### src/sv/bsi_pkg.sv
package bsi_pkg;

  localparam int PIXEL_BITS   = 10;
  localparam int MAX_WIDTH    = 128;
  localparam int PAD_COLUMNS  = 4;
  localparam int HEIGHT_LIMIT = 128;
  localparam int STORE_DEPTH  = MAX_WIDTH + PAD_COLUMNS + 1;
  localparam int SAMPLE_BITS  = 16;
  localparam int COUNT_BITS   = 8;
  localparam int QDEPTH       = 4;
  localparam int QPTR_W       = $clog2(QDEPTH);

  // filter_mode bits
  localparam int MODE_HOR_BIT = 0;
  localparam int MODE_VER_BIT = 1;

  // register indexes
  localparam logic [2:0] REG_FILTER_MODE  = 3'd0;
  localparam logic [2:0] REG_PACKED_FRAC  = 3'd1;
  localparam logic [2:0] REG_BLOCK_WIDTH  = 3'd2;
  localparam logic [2:0] REG_BLOCK_HEIGHT = 3'd3;
  localparam logic [2:0] REG_UP_SHIFT     = 3'd4;

  typedef struct packed {
    logic [1:0] filter_mode;
    logic [7:0] packed_fraction;
    logic [7:0] block_width;
    logic [7:0] block_height;
    logic [1:0] up_shift;
  } cfg_t;

  // one transaction from front to back
  typedef struct packed {
    logic [SAMPLE_BITS-1:0] val;
    logic [COUNT_BITS-1:0]  oc;
    logic                   ver;
    logic                   fill;
    logic                   row_end;
    logic                   block_end;
  } entry_t;

endpackage

### src/sv/bilinear_subpel_interpolator.sv
// Bilinear sixteenth-pel interpolator.
// Input channel (in_valid/in_ready/in_pixel): reference pixels in raster order,
//   one transaction per clock while in_ready is high. Each row carries W =
//   block_width + 4 pixels, one more when the mode filters horizontally;
//   H rows, one more when it filters vertically. The first pixel of a row
//   (horizontal) and the whole first row (vertical) produce no output.
// Output channel (out_valid/out_ready/out_sample/out_row_end/out_block_end):
//   one filtered sample per producing input, flags on the last of a row/block.
// Path: input, queue, back stage register, output register. Throughput: 1 input
//   per clock while out_ready is high; the front filter, the 4-entry queue and
//   the back stage with its single-port line store each handle one per cycle.
// APB registers at 4*i: mode, fraction, width, height, up_shift. pready is
//   tied high; any register write restarts the block counters. Write only idle.
// Reset (rst_n, synchronous): counters, previous pixel, queue and output valid
//   cleared, registers to defaults. The line store is not cleared; every read
//   of it whose value is used follows a write in the same block.
// Receiver stall: the output register holds; the back stage and queue absorb
//   up to 5 transactions, then in_ready drops until out_ready returns.
module bilinear_subpel_interpolator (
  input  logic        clk,
  input  logic        rst_n,
  input  logic        psel,
  input  logic        penable,
  input  logic        pwrite,
  input  logic [4:0]  paddr,
  input  logic [31:0] pwdata,
  output logic [31:0] prdata,
  output logic        pready,
  input  logic        in_valid,
  output logic        in_ready,
  input  logic [9:0]  in_pixel,
  output logic        out_valid,
  input  logic        out_ready,
  output logic [15:0] out_sample,
  output logic        out_row_end,
  output logic        out_block_end
);
  import bsi_pkg::*;

  cfg_t       cfg_r;
  logic       wr_en, restart;
  logic [2:0] reg_idx;

  logic       q_push, q_full, q_pop, q_empty;
  entry_t     q_in, q_head;

  assign pready  = 1'b1;
  assign reg_idx = paddr[4:2];
  assign wr_en   = psel && penable && pwrite && pready;

  // writes beyond the register list are dropped and do not restart
  always_comb begin
    restart = 1'b0;
    unique case (reg_idx)
      REG_FILTER_MODE, REG_PACKED_FRAC, REG_BLOCK_WIDTH,
      REG_BLOCK_HEIGHT, REG_UP_SHIFT: restart = wr_en;
      default: restart = 1'b0;
    endcase
  end

  always_ff @(posedge clk) begin
    if (!rst_n) begin
      cfg_r.filter_mode     <= 2'd0;
      cfg_r.packed_fraction <= 8'd0;
      cfg_r.block_width     <= 8'd8;
      cfg_r.block_height    <= 8'd8;
      cfg_r.up_shift        <= 2'd2;
    end else if (wr_en) begin
      unique case (reg_idx)
        REG_FILTER_MODE:  cfg_r.filter_mode     <= pwdata[1:0];
        REG_PACKED_FRAC:  cfg_r.packed_fraction <= pwdata[7:0];
        REG_BLOCK_WIDTH:  cfg_r.block_width     <= pwdata[7:0];
        REG_BLOCK_HEIGHT: cfg_r.block_height    <= pwdata[7:0];
        REG_UP_SHIFT:     cfg_r.up_shift        <= pwdata[1:0];
        default: ;
      endcase
    end
  end

  always_comb begin
    prdata = '0;
    unique case (reg_idx)
      REG_FILTER_MODE:  prdata = 32'(cfg_r.filter_mode);
      REG_PACKED_FRAC:  prdata = 32'(cfg_r.packed_fraction);
      REG_BLOCK_WIDTH:  prdata = 32'(cfg_r.block_width);
      REG_BLOCK_HEIGHT: prdata = 32'(cfg_r.block_height);
      REG_UP_SHIFT:     prdata = 32'(cfg_r.up_shift);
      default:          prdata = '0;
    endcase
  end

  // front: counters, horizontal tap, classification
  bsi_front u_front (
    .clk      (clk),
    .rst_n    (rst_n),
    .cfg      (cfg_r),
    .restart  (restart),
    .in_valid (in_valid),
    .in_ready (in_ready),
    .in_pixel (in_pixel),
    .q_full   (q_full),
    .q_push   (q_push),
    .q_entry  (q_in)
  );

  bsi_fifo u_fifo (
    .clk        (clk),
    .rst_n      (rst_n),
    .push       (q_push),
    .push_entry (q_in),
    .full       (q_full),
    .pop        (q_pop),
    .empty      (q_empty),
    .head       (q_head)
  );

  // back: line store, vertical tap, output register
  bsi_back u_back (
    .clk           (clk),
    .rst_n         (rst_n),
    .cfg           (cfg_r),
    .q_empty       (q_empty),
    .q_head        (q_head),
    .q_pop         (q_pop),
    .out_valid     (out_valid),
    .out_ready     (out_ready),
    .out_sample    (out_sample),
    .out_row_end   (out_row_end),
    .out_block_end (out_block_end)
  );

endmodule

### src/sv/bsi_front.sv
module bsi_front (
  input  logic            clk,
  input  logic            rst_n,
  input  bsi_pkg::cfg_t   cfg,
  input  logic            restart,
  input  logic            in_valid,
  output logic            in_ready,
  input  logic [9:0]      in_pixel,
  input  logic            q_full,
  output logic            q_push,
  output bsi_pkg::entry_t q_entry
);
  import bsi_pkg::*;

  logic [COUNT_BITS-1:0] col_r, col_nxt;
  logic [COUNT_BITS-1:0] row_r, row_nxt;
  logic [PIXEL_BITS-1:0] prev_r, prev_nxt;

  logic                  hor, ver, accept, have;
  logic [COUNT_BITS-1:0] wcl, w, in_len, hcl, rows, oc;
  logic [3:0]            fh;
  logic [2:0]            sh;
  logic [4:0]            wa;
  logic [14:0]           hsum, hoff;
  logic [SAMPLE_BITS-1:0] val;
  logic                  re;

  assign hor = cfg.filter_mode[MODE_HOR_BIT];
  assign ver = cfg.filter_mode[MODE_VER_BIT];

  always_comb begin
    if (cfg.block_width == '0) begin
      wcl = COUNT_BITS'(1);
    end else if (cfg.block_width > COUNT_BITS'(MAX_WIDTH)) begin
      wcl = COUNT_BITS'(MAX_WIDTH);
    end else begin
      wcl = cfg.block_width;
    end
    if (cfg.block_height == '0) begin
      hcl = COUNT_BITS'(1);
    end else if (cfg.block_height > COUNT_BITS'(HEIGHT_LIMIT)) begin
      hcl = COUNT_BITS'(HEIGHT_LIMIT);
    end else begin
      hcl = cfg.block_height;
    end
  end

  assign w      = wcl + COUNT_BITS'(PAD_COLUMNS);
  assign in_len = w + COUNT_BITS'(hor);
  assign rows   = hcl + COUNT_BITS'(ver);

  assign fh   = cfg.packed_fraction[3:0];
  assign sh   = 3'd4 - {1'b0, cfg.up_shift};
  assign wa   = 5'd16 - {1'b0, fh};
  assign hoff = 15'd1 << (sh - 3'd1);
  assign hsum = 15'(prev_r) * 15'(wa) + 15'(in_pixel) * 15'(fh) + hoff;

  assign in_ready = !q_full;
  assign accept   = in_valid && in_ready;

  always_comb begin
    prev_nxt = prev_r;
    oc       = col_r;
    have     = 1'b1;
    if (hor) begin
      val      = SAMPLE_BITS'(hsum >> sh);
      oc       = col_r - COUNT_BITS'(1);
      have     = (col_r != '0);
      prev_nxt = in_pixel;
    end else if (ver) begin
      val = SAMPLE_BITS'(in_pixel);
    end else begin
      val = SAMPLE_BITS'(in_pixel) << cfg.up_shift;
    end
  end

  assign re = (oc + COUNT_BITS'(1) == w);

  always_comb begin
    col_nxt = col_r + COUNT_BITS'(1);
    row_nxt = row_r;
    if (col_nxt >= in_len) begin
      col_nxt = '0;
      row_nxt = row_r + COUNT_BITS'(1);
      if (row_nxt >= rows) begin
        row_nxt = '0;
      end
    end
  end

  assign q_push            = accept && have;
  assign q_entry.val       = val;
  assign q_entry.oc        = oc;
  assign q_entry.ver       = ver;
  assign q_entry.fill      = ver && (row_r == '0);
  assign q_entry.row_end   = re;
  assign q_entry.block_end = re && (row_r + COUNT_BITS'(1) == rows);

  always_ff @(posedge clk) begin
    if (!rst_n) begin
      col_r  <= '0;
      row_r  <= '0;
      prev_r <= '0;
    end else begin
      if (restart) begin
        col_r <= '0;
        row_r <= '0;
      end else if (accept) begin
        col_r  <= col_nxt;
        row_r  <= row_nxt;
        prev_r <= prev_nxt;
      end
    end
  end

endmodule

### src/sv/bsi_fifo.sv
module bsi_fifo (
  input  logic            clk,
  input  logic            rst_n,
  input  logic            push,
  input  bsi_pkg::entry_t push_entry,
  output logic            full,
  input  logic            pop,
  output logic            empty,
  output bsi_pkg::entry_t head
);
  import bsi_pkg::*;

  entry_t              slot_r [QDEPTH];
  logic [QPTR_W-1:0]   wp_r, rp_r;
  logic [QPTR_W:0]     cnt_r, cnt_nxt;

  assign full  = (cnt_r == (QPTR_W+1)'(QDEPTH));
  assign empty = (cnt_r == '0);
  assign head  = slot_r[rp_r];

  always_comb begin
    cnt_nxt = cnt_r;
    if (push && !pop) begin
      cnt_nxt = cnt_r + (QPTR_W+1)'(1);
    end else if (pop && !push) begin
      cnt_nxt = cnt_r - (QPTR_W+1)'(1);
    end
  end

  always_ff @(posedge clk) begin
    if (push) begin
      slot_r[wp_r] <= push_entry;
    end
  end

  always_ff @(posedge clk) begin
    if (!rst_n) begin
      wp_r  <= '0;
      rp_r  <= '0;
      cnt_r <= '0;
    end else begin
      if (push) begin
        wp_r <= wp_r + QPTR_W'(1);
      end
      if (pop) begin
        rp_r <= rp_r + QPTR_W'(1);
      end
      cnt_r <= cnt_nxt;
    end
  end

endmodule

### src/sv/bsi_back.sv
module bsi_back (
  input  logic            clk,
  input  logic            rst_n,
  input  bsi_pkg::cfg_t   cfg,
  input  logic            q_empty,
  input  bsi_pkg::entry_t q_head,
  output logic            q_pop,
  output logic            out_valid,
  input  logic            out_ready,
  output logic [15:0]     out_sample,
  output logic            out_row_end,
  output logic            out_block_end
);
  import bsi_pkg::*;

  // line store of the previous row, read before write at the same column
  logic [SAMPLE_BITS-1:0] mem [STORE_DEPTH];
  logic [SAMPLE_BITS-1:0] above_r;

  logic                   s1_v_r, s1_v_nxt;
  entry_t                 s1_r;
  logic                   o_v_r, o_v_nxt;
  logic [SAMPLE_BITS-1:0] o_sample_r;
  logic                   o_re_r, o_be_r;

  logic                   s1_adv;
  logic [3:0]             fv;
  logic [4:0]             wv;
  logic [2:0]             shv;
  logic [21:0]            vsum, voff;
  logic [SAMPLE_BITS-1:0] res;

  assign fv   = cfg.packed_fraction[7:4];
  assign wv   = 5'd16 - {1'b0, fv};
  assign shv  = cfg.filter_mode[MODE_HOR_BIT] ? 3'd4 : (3'd4 - {1'b0, cfg.up_shift});
  assign voff = 22'd1 << (shv - 3'd1);
  assign vsum = 22'(above_r) * 22'(wv) + 22'(s1_r.val) * 22'(fv) + voff;
  assign res  = s1_r.ver ? SAMPLE_BITS'(vsum >> shv) : s1_r.val;

  // fill transactions only load the line store and retire without output
  assign s1_adv   = s1_v_r && (s1_r.fill || !o_v_r || out_ready);
  assign q_pop    = !q_empty && (!s1_v_r || s1_adv);
  assign s1_v_nxt = q_pop ? 1'b1 : (s1_adv ? 1'b0 : s1_v_r);

  always_comb begin
    o_v_nxt = o_v_r;
    if (s1_adv && !s1_r.fill) begin
      o_v_nxt = 1'b1;
    end else if (out_ready) begin
      o_v_nxt = 1'b0;
    end
  end

  always_ff @(posedge clk) begin
    if (q_pop) begin
      above_r <= mem[q_head.oc];
      s1_r    <= q_head;
      if (q_head.ver) begin
        mem[q_head.oc] <= q_head.val;
      end
    end
    if (s1_adv && !s1_r.fill) begin
      o_sample_r <= res;
      o_re_r     <= s1_r.row_end;
      o_be_r     <= s1_r.block_end;
    end
  end

  always_ff @(posedge clk) begin
    if (!rst_n) begin
      s1_v_r <= 1'b0;
      o_v_r  <= 1'b0;
    end else begin
      s1_v_r <= s1_v_nxt;
      o_v_r  <= o_v_nxt;
    end
  end

  assign out_valid     = o_v_r;
  assign out_sample    = o_sample_r;
  assign out_row_end   = o_re_r;
  assign out_block_end = o_be_r;

endmodule
### config.mk
export PLATFORM = sky130hd
export DESIGN_NAME = bilinear_subpel_interpolator
export DESIGN_NICKNAME = d
export VERILOG_FILES = /design/src/sv/bsi_pkg.sv /design/src/sv/bilinear_subpel_interpolator.sv /design/src/sv/bsi_front.sv /design/src/sv/bsi_fifo.sv /design/src/sv/bsi_back.sv
export SDC_FILE = /design/constraint.sdc
export NUM_CORES = 2
export LEC_CHECK = 0
export BUFFER_PORTS_ARGS = -buffer_cell sky130_fd_sc_hd__buf_2
export CELL_PAD_IN_SITES_DETAIL_PLACEMENT = 0
export CELL_PAD_IN_SITES_GLOBAL_PLACEMENT = 1
export CORE_MARGIN = 10
export CORE_UTILIZATION = 55
export CTS_CLUSTER_DIAMETER = 150
export DETAILED_ROUTE_END_ITERATION = 10
export PLACE_DENSITY = 0.77
export RECOVER_POWER = 100
export SKIP_LAST_GASP = 1
export SYNTH_ARGS = -nofsm -noshare
export SYNTH_HDL_FRONTEND = slang
export SYNTH_HIERARCHICAL = 1
export SYNTH_SLANG_ARGS = --single-unit
### constraint.sdc
create_clock -name clk -period 9.7 [get_ports clk]
set_clock_uncertainty 0.1 [all_clocks]
set_input_delay 0.97 -clock clk [delete_from_list [all_inputs] [get_ports clk]]
set_output_delay 0.97 -clock clk [all_outputs]
set_load 0.1 [all_outputs]
# == Yosys cells after proc, flatten, opt, wreduce, memory -nomap -nowiden ==
# Memory sizes are Yosys's and may differ from the RTL's. A register that Yosys moved wholly into a read port is not among the register bits.
# Index checks and enable logic that the tools add are counted.
# classes
n_bitwise,2
muxes,27
eq_ne,7
reduce_logical,39
n_shift,5
order_cmp,4
add_sub_neg,20
multipliers,4
# ops
cell,n
$mux W8,7
$mux W16,3
$pmux W8 S5,1
$add A8 B1 Y8 const B,3
$logic_not A8 Y1,3
$add A21 B20 Y22,1
$add A22 B22 Y22,1
$shl A1 B3 Y22 const A,1
$shr A22 B3 Y16,1
$mul A16 B5 Y21,1
$mul A16 B4 Y20,1
$add A8 B1 Y8,2
$eq A8 B8 Y1,2
$ge A8 B8 Y1,2
$gt A8 B8 Y1 const B,2
$shl A10 B2 Y16,1
$shr A15 B3 Y16,1
$add A15 B14 Y15,1
$add A15 B15 Y15,1
$mul A10 B5 Y15,1
$shl A1 B3 Y15 const A,1
$mul A10 B4 Y14,1
$reduce_and A2 Y1,6
$logic_and A1 B1 Y1,11
22 further kinds,53
# word_totals
memories,2
mem_bits_rw,2240
in_bits,54
out_inout_bits,53
register_bits,101
word_cells,131
# mem_list
memory,words,word_bits,read_ports,rd_ports_with_merged_regs,write_ports,line_no,rtl
u_back.mem,133,16,1,1,1,bsi_back.sv:17,logic [SAMPLE_BITS-1:0] mem [STORE_DEPTH];
u_fifo.slot_r,4,28,1,1,1,bsi_fifo.sv:13,entry_t slot_r [QDEPTH];

# == Longest topological paths before layout ==
# depth
word_depth,9
mapped_depth,24

# == Cells and area by module ==
# The synthesis kept the hierarchy.
# modules_own_cells
mod,cells_per_inst,area_each_um2,n_inst,seq_area_each_um2
bsi_back,4087,88974.1,1,65562.9
bsi_front,851,6809.0,1,520.5
bsi_fifo,189,4535.6,1,3543.4
bilinear_subpel_interpolator,174,1549.0,1,560.5

# == Worst setup path before layout ==
# OpenSTA, ideal clock, no wires.
# synth_path
path_type,reg2reg
startpoint,register cfg_r[18] (netlist name)
endpoint,"memory u_fifo/slot_r[0][20] (netlist name), data pin"
path_stages_with_launch,22
t_required_ns,9.461
arrival_ns,6.237
setup_slack_ns,3.224
synth_period_minus_slack_ns,6.476
setup_ns,0.139
cell_sequence,dfxtp_1 > clkbuf_1 > inv_1 > ha_1 > xnor2_1 > nand2_1 > fa_1 > inv_1 > fa_1 > fa_1 > fa_1 > inv_1 > fa_1 > inv_1 > ha_1 > and3_1 > a211oi_1 > o221ai_1 > a21oi_1 > mux2_2 > a311oi_1 > o221a_2
# synth_rtl
element,line_no,rtl
from (decl),bilinear_subpel_interpolator.sv:40,cfg_t cfg_r;
to (decl),bsi_fifo.sv:13,

==> out/qor.yml <==
outcome:
  status: "finished with violations"
  violations: "capacitance limit, slew limit"
timing:
  period_needed_ps: 8460
  maxSlewHeadroom: -2.47
  hold_viol: 0
  timing.fmax_mhz: 118
  fin_crit_sh: 0.872
  setup-violations-final: 0
  maxSlewViolCount: 1829
  tightest_slew_ps: 5210
  fin_tns_setup_ps: 0
  hold_slack_ps: 326
  rsz0062_at_grt: "false"
worst_setup_path:
  end_kind: "flop"
  cp.arrival_ps: 8810
  path_max_fanout: 28
  required_ps: 10060
  regToRegSetupSlack_ps: 1240
  path_class: "flop to flop"
  critPathLaunchType: "flop"
logic_synthesis:
  synth_compound_area_frac: 0.0239
  synthSimpleGateAreaFrac: 0.0414
  syn_area_per_cell_um2: 19.2
  synth-seq-cells: 2359
  synth-adder-area-share: 0.0518
  syn_inst: 5301
  async_flop_share: 0
  synth_cell_types: 87
  ys_seq_area_frac: 0.689
  synth_top_family_by_area: "multiplexers"
  synthMuxAreaShare: 0.164
  yosysWarnings: 6
  synth_top_flop_cell: "edfxtp_1"
  synth_edf_count: 2294
  netlist_area_um2: 102000
  synth_xor_area_frac: 0.00743
global_route:
  grt-ovfl-total: 0
  antenna_found_initial: 5
  grt_pass1_wl_um: 355000
  grt_pass1_vias: 52200
  grt_max_degree: 118
  grt_usage: 0.235
floorplanning:
  io_pins: 107
  dieHeight_um: 450
  start_util: 0.555
  die_w_um: 450
  rows: 157
  die_area_um2: 203000
  core_um2: 184000
final_layout:
  finalNetCount: 5899
  syn_to_final_growth_pct: 10.3
  drive_above_1_share: 0.206
placement:
  port_buffers: 55
  dp_hpwl_um: 143000
  routabilityCongestion: 0.836
clock_network:
  ctsLongestPathBuffers: 3
  cts_buffers: 223
  hold_buffers: 0
  path_clk_slew_ps: 60
  cts-root-buf: "clkbuf_16"
  cts_tree: "built"
  cts_setup_buffers: 0
  cts_resized: 0
  clock_latency_ps: 860
  cts.sinks: 2359
  cts_htree_levels: 4
drt:
  ant_nets: 0
  routedWlPerCell_um: 29.2
  wl_um: 239000
  first_pass_iters: 7
  drc: 0
  viasPerCell: 6.28
  dr_total_vias: 51400
  drt_iter0_drc: 5796
job:
  maxCapViolCount: 35
power_and_ir_drop:
  leakage_uw: 0.0367
  p_per_area_nw_per_um2: 286
  ir_drop_mv: 0.220
worst_hold_path:
  hold_path_class: "input pin to flop"
cells in the mapped netlist, types with 16 or more instances:
cell type,count,area [um2]
a211oi_1,17,128
a21o_1,16,120
a21oi_1,93,465
a22oi_1,36,270
and2_1,151,945
and3_1,17,106
buf_2,70,350
buf_4,44,330
clkbuf_1,158,593
dfxtp_1,65,1300
edfxtp_1,2294,68900
fa_1,181,3620
ha_1,132,1650
inv_1,222,833
mux2_2,27,304
mux2i_1,63,631
mux4_2,691,15600
nand2_1,277,1040
nand2b_1,21,131
nand3_1,54,270
nor2_1,227,852
nor2b_1,24,150
nor3_1,28,140
o211ai_1,17,128
o21ai_0,51,255
xnor2_1,57,499
xor2_1,25,219
state kept, by name, summed over array words and instances (netlist names), 2 cells and up, named ones only:
register,count
u_back/above_r,16
u_fifo/wp_r,2
u_front/col_r,8
u_back/s1_r,20
u_fifo/rp_r,2
cfg_r,28
u_back/out_sample,16
u_front/prev_r,10
u_front/row_r,8
u_fifo/cnt_r,3
u_back/mem,2128
u_fifo/slot_r,112
cell type report:
type                            instances  area [um2]
Inverter                              224         841
Multi-Input combinational cell       2450       29500
Fill cell                           12900       71300
Clock inverter                        141        1470
Antenna cell                            4        10.0
Timing Repair Buffer                  274        1380
Tap cell                             2464        3080
Clock buffer                          267        5810
Sequential cell                      2359       70200
stage by stage:
step                      area, um2  power, uW   util  cells  setup slack, ps
after global routing         112000      33300  0.612   8179              819
after detailed placement     106000      23600  0.576   7771             2140
final                        112000      32100  0.612   8183             1240
after floorplan              102000      20000      -   5327             3220
after global placement       106000      23400  0.576   7771             2200
after CTS                    113000      32200  0.616   8179             2110
per-layer routing:
layer  routed length (um)  vias up  global-route usage
met1                97300    27300               0.336
met3                19300      359              0.0447
li1                     -    21500                   -
met5                    0        -                   0
met2               115000     2193               0.373
met4                 6910        0              0.0678
worst max-delay path, cell delays in order (launching register included):
cell and delay [ps]:
dfxtp_2 310, clkbuf_1 1670, mux4_2 530, clkbuf_1 1530
inv_1 540, nor2_1 940, clkbuf_1 450, nand2_1 560
nor2_2 220, clkbuf_1 1140
final timing paths:
kind	startpoint	to	cells after the start
min	pwdata[3]	cfg_r[21]	3
min reg2reg	cfg_r[2]	cfg_r[2]	2
max	flop	u_back/mem[57][0]	9
max reg2reg	flop	u_back/mem[57][0]	9
logic make-up after synthesis:
group | Yosys count
AO/OA/AOI/OAI | 361
adder cells (fa/ha/maj) | 313
AND/OR/NAND/NOR | 873
XOR/XNOR | 84
buffers and inverters | 518
multiplexers | 789
other | 4
flip-flops | 2359
power breakdown:
group	internal, uW	total (uW)	switching [uW]
Sequential	13100	13300	167
Combinational	3820	10200	6370
Clock	4840	8630	3790
Total	21800	32100	10300
placed cells by master (no fill, tap or decap), types with 54 or more instances in the layout:
| cell type | Yosys | final |
|---|---|---|
| nor2_1 | 227 | 199 |
| inv_1 | 222 | 222 |
| and2_1 | 151 | 142 |
| nand2_1 | 277 | 277 |
| fa_1 | 181 | 181 |
| xnor2_1 | 57 | 58 |
| a21oi_1 | 93 | 93 |
| mux2i_1 | 63 | 63 |
| mux4_2 | 691 | 691 |
| ha_1 | 132 | 132 |
| clkbuf_16 | 0 | 224 |
| clkbuf_1 | 158 | 225 |
| dfxtp_1 | 65 | 63 |
| edfxtp_1 | 2294 | 2294 |
| nand3_1 | 54 | 54 |
(Power assumes the default switching activity.)
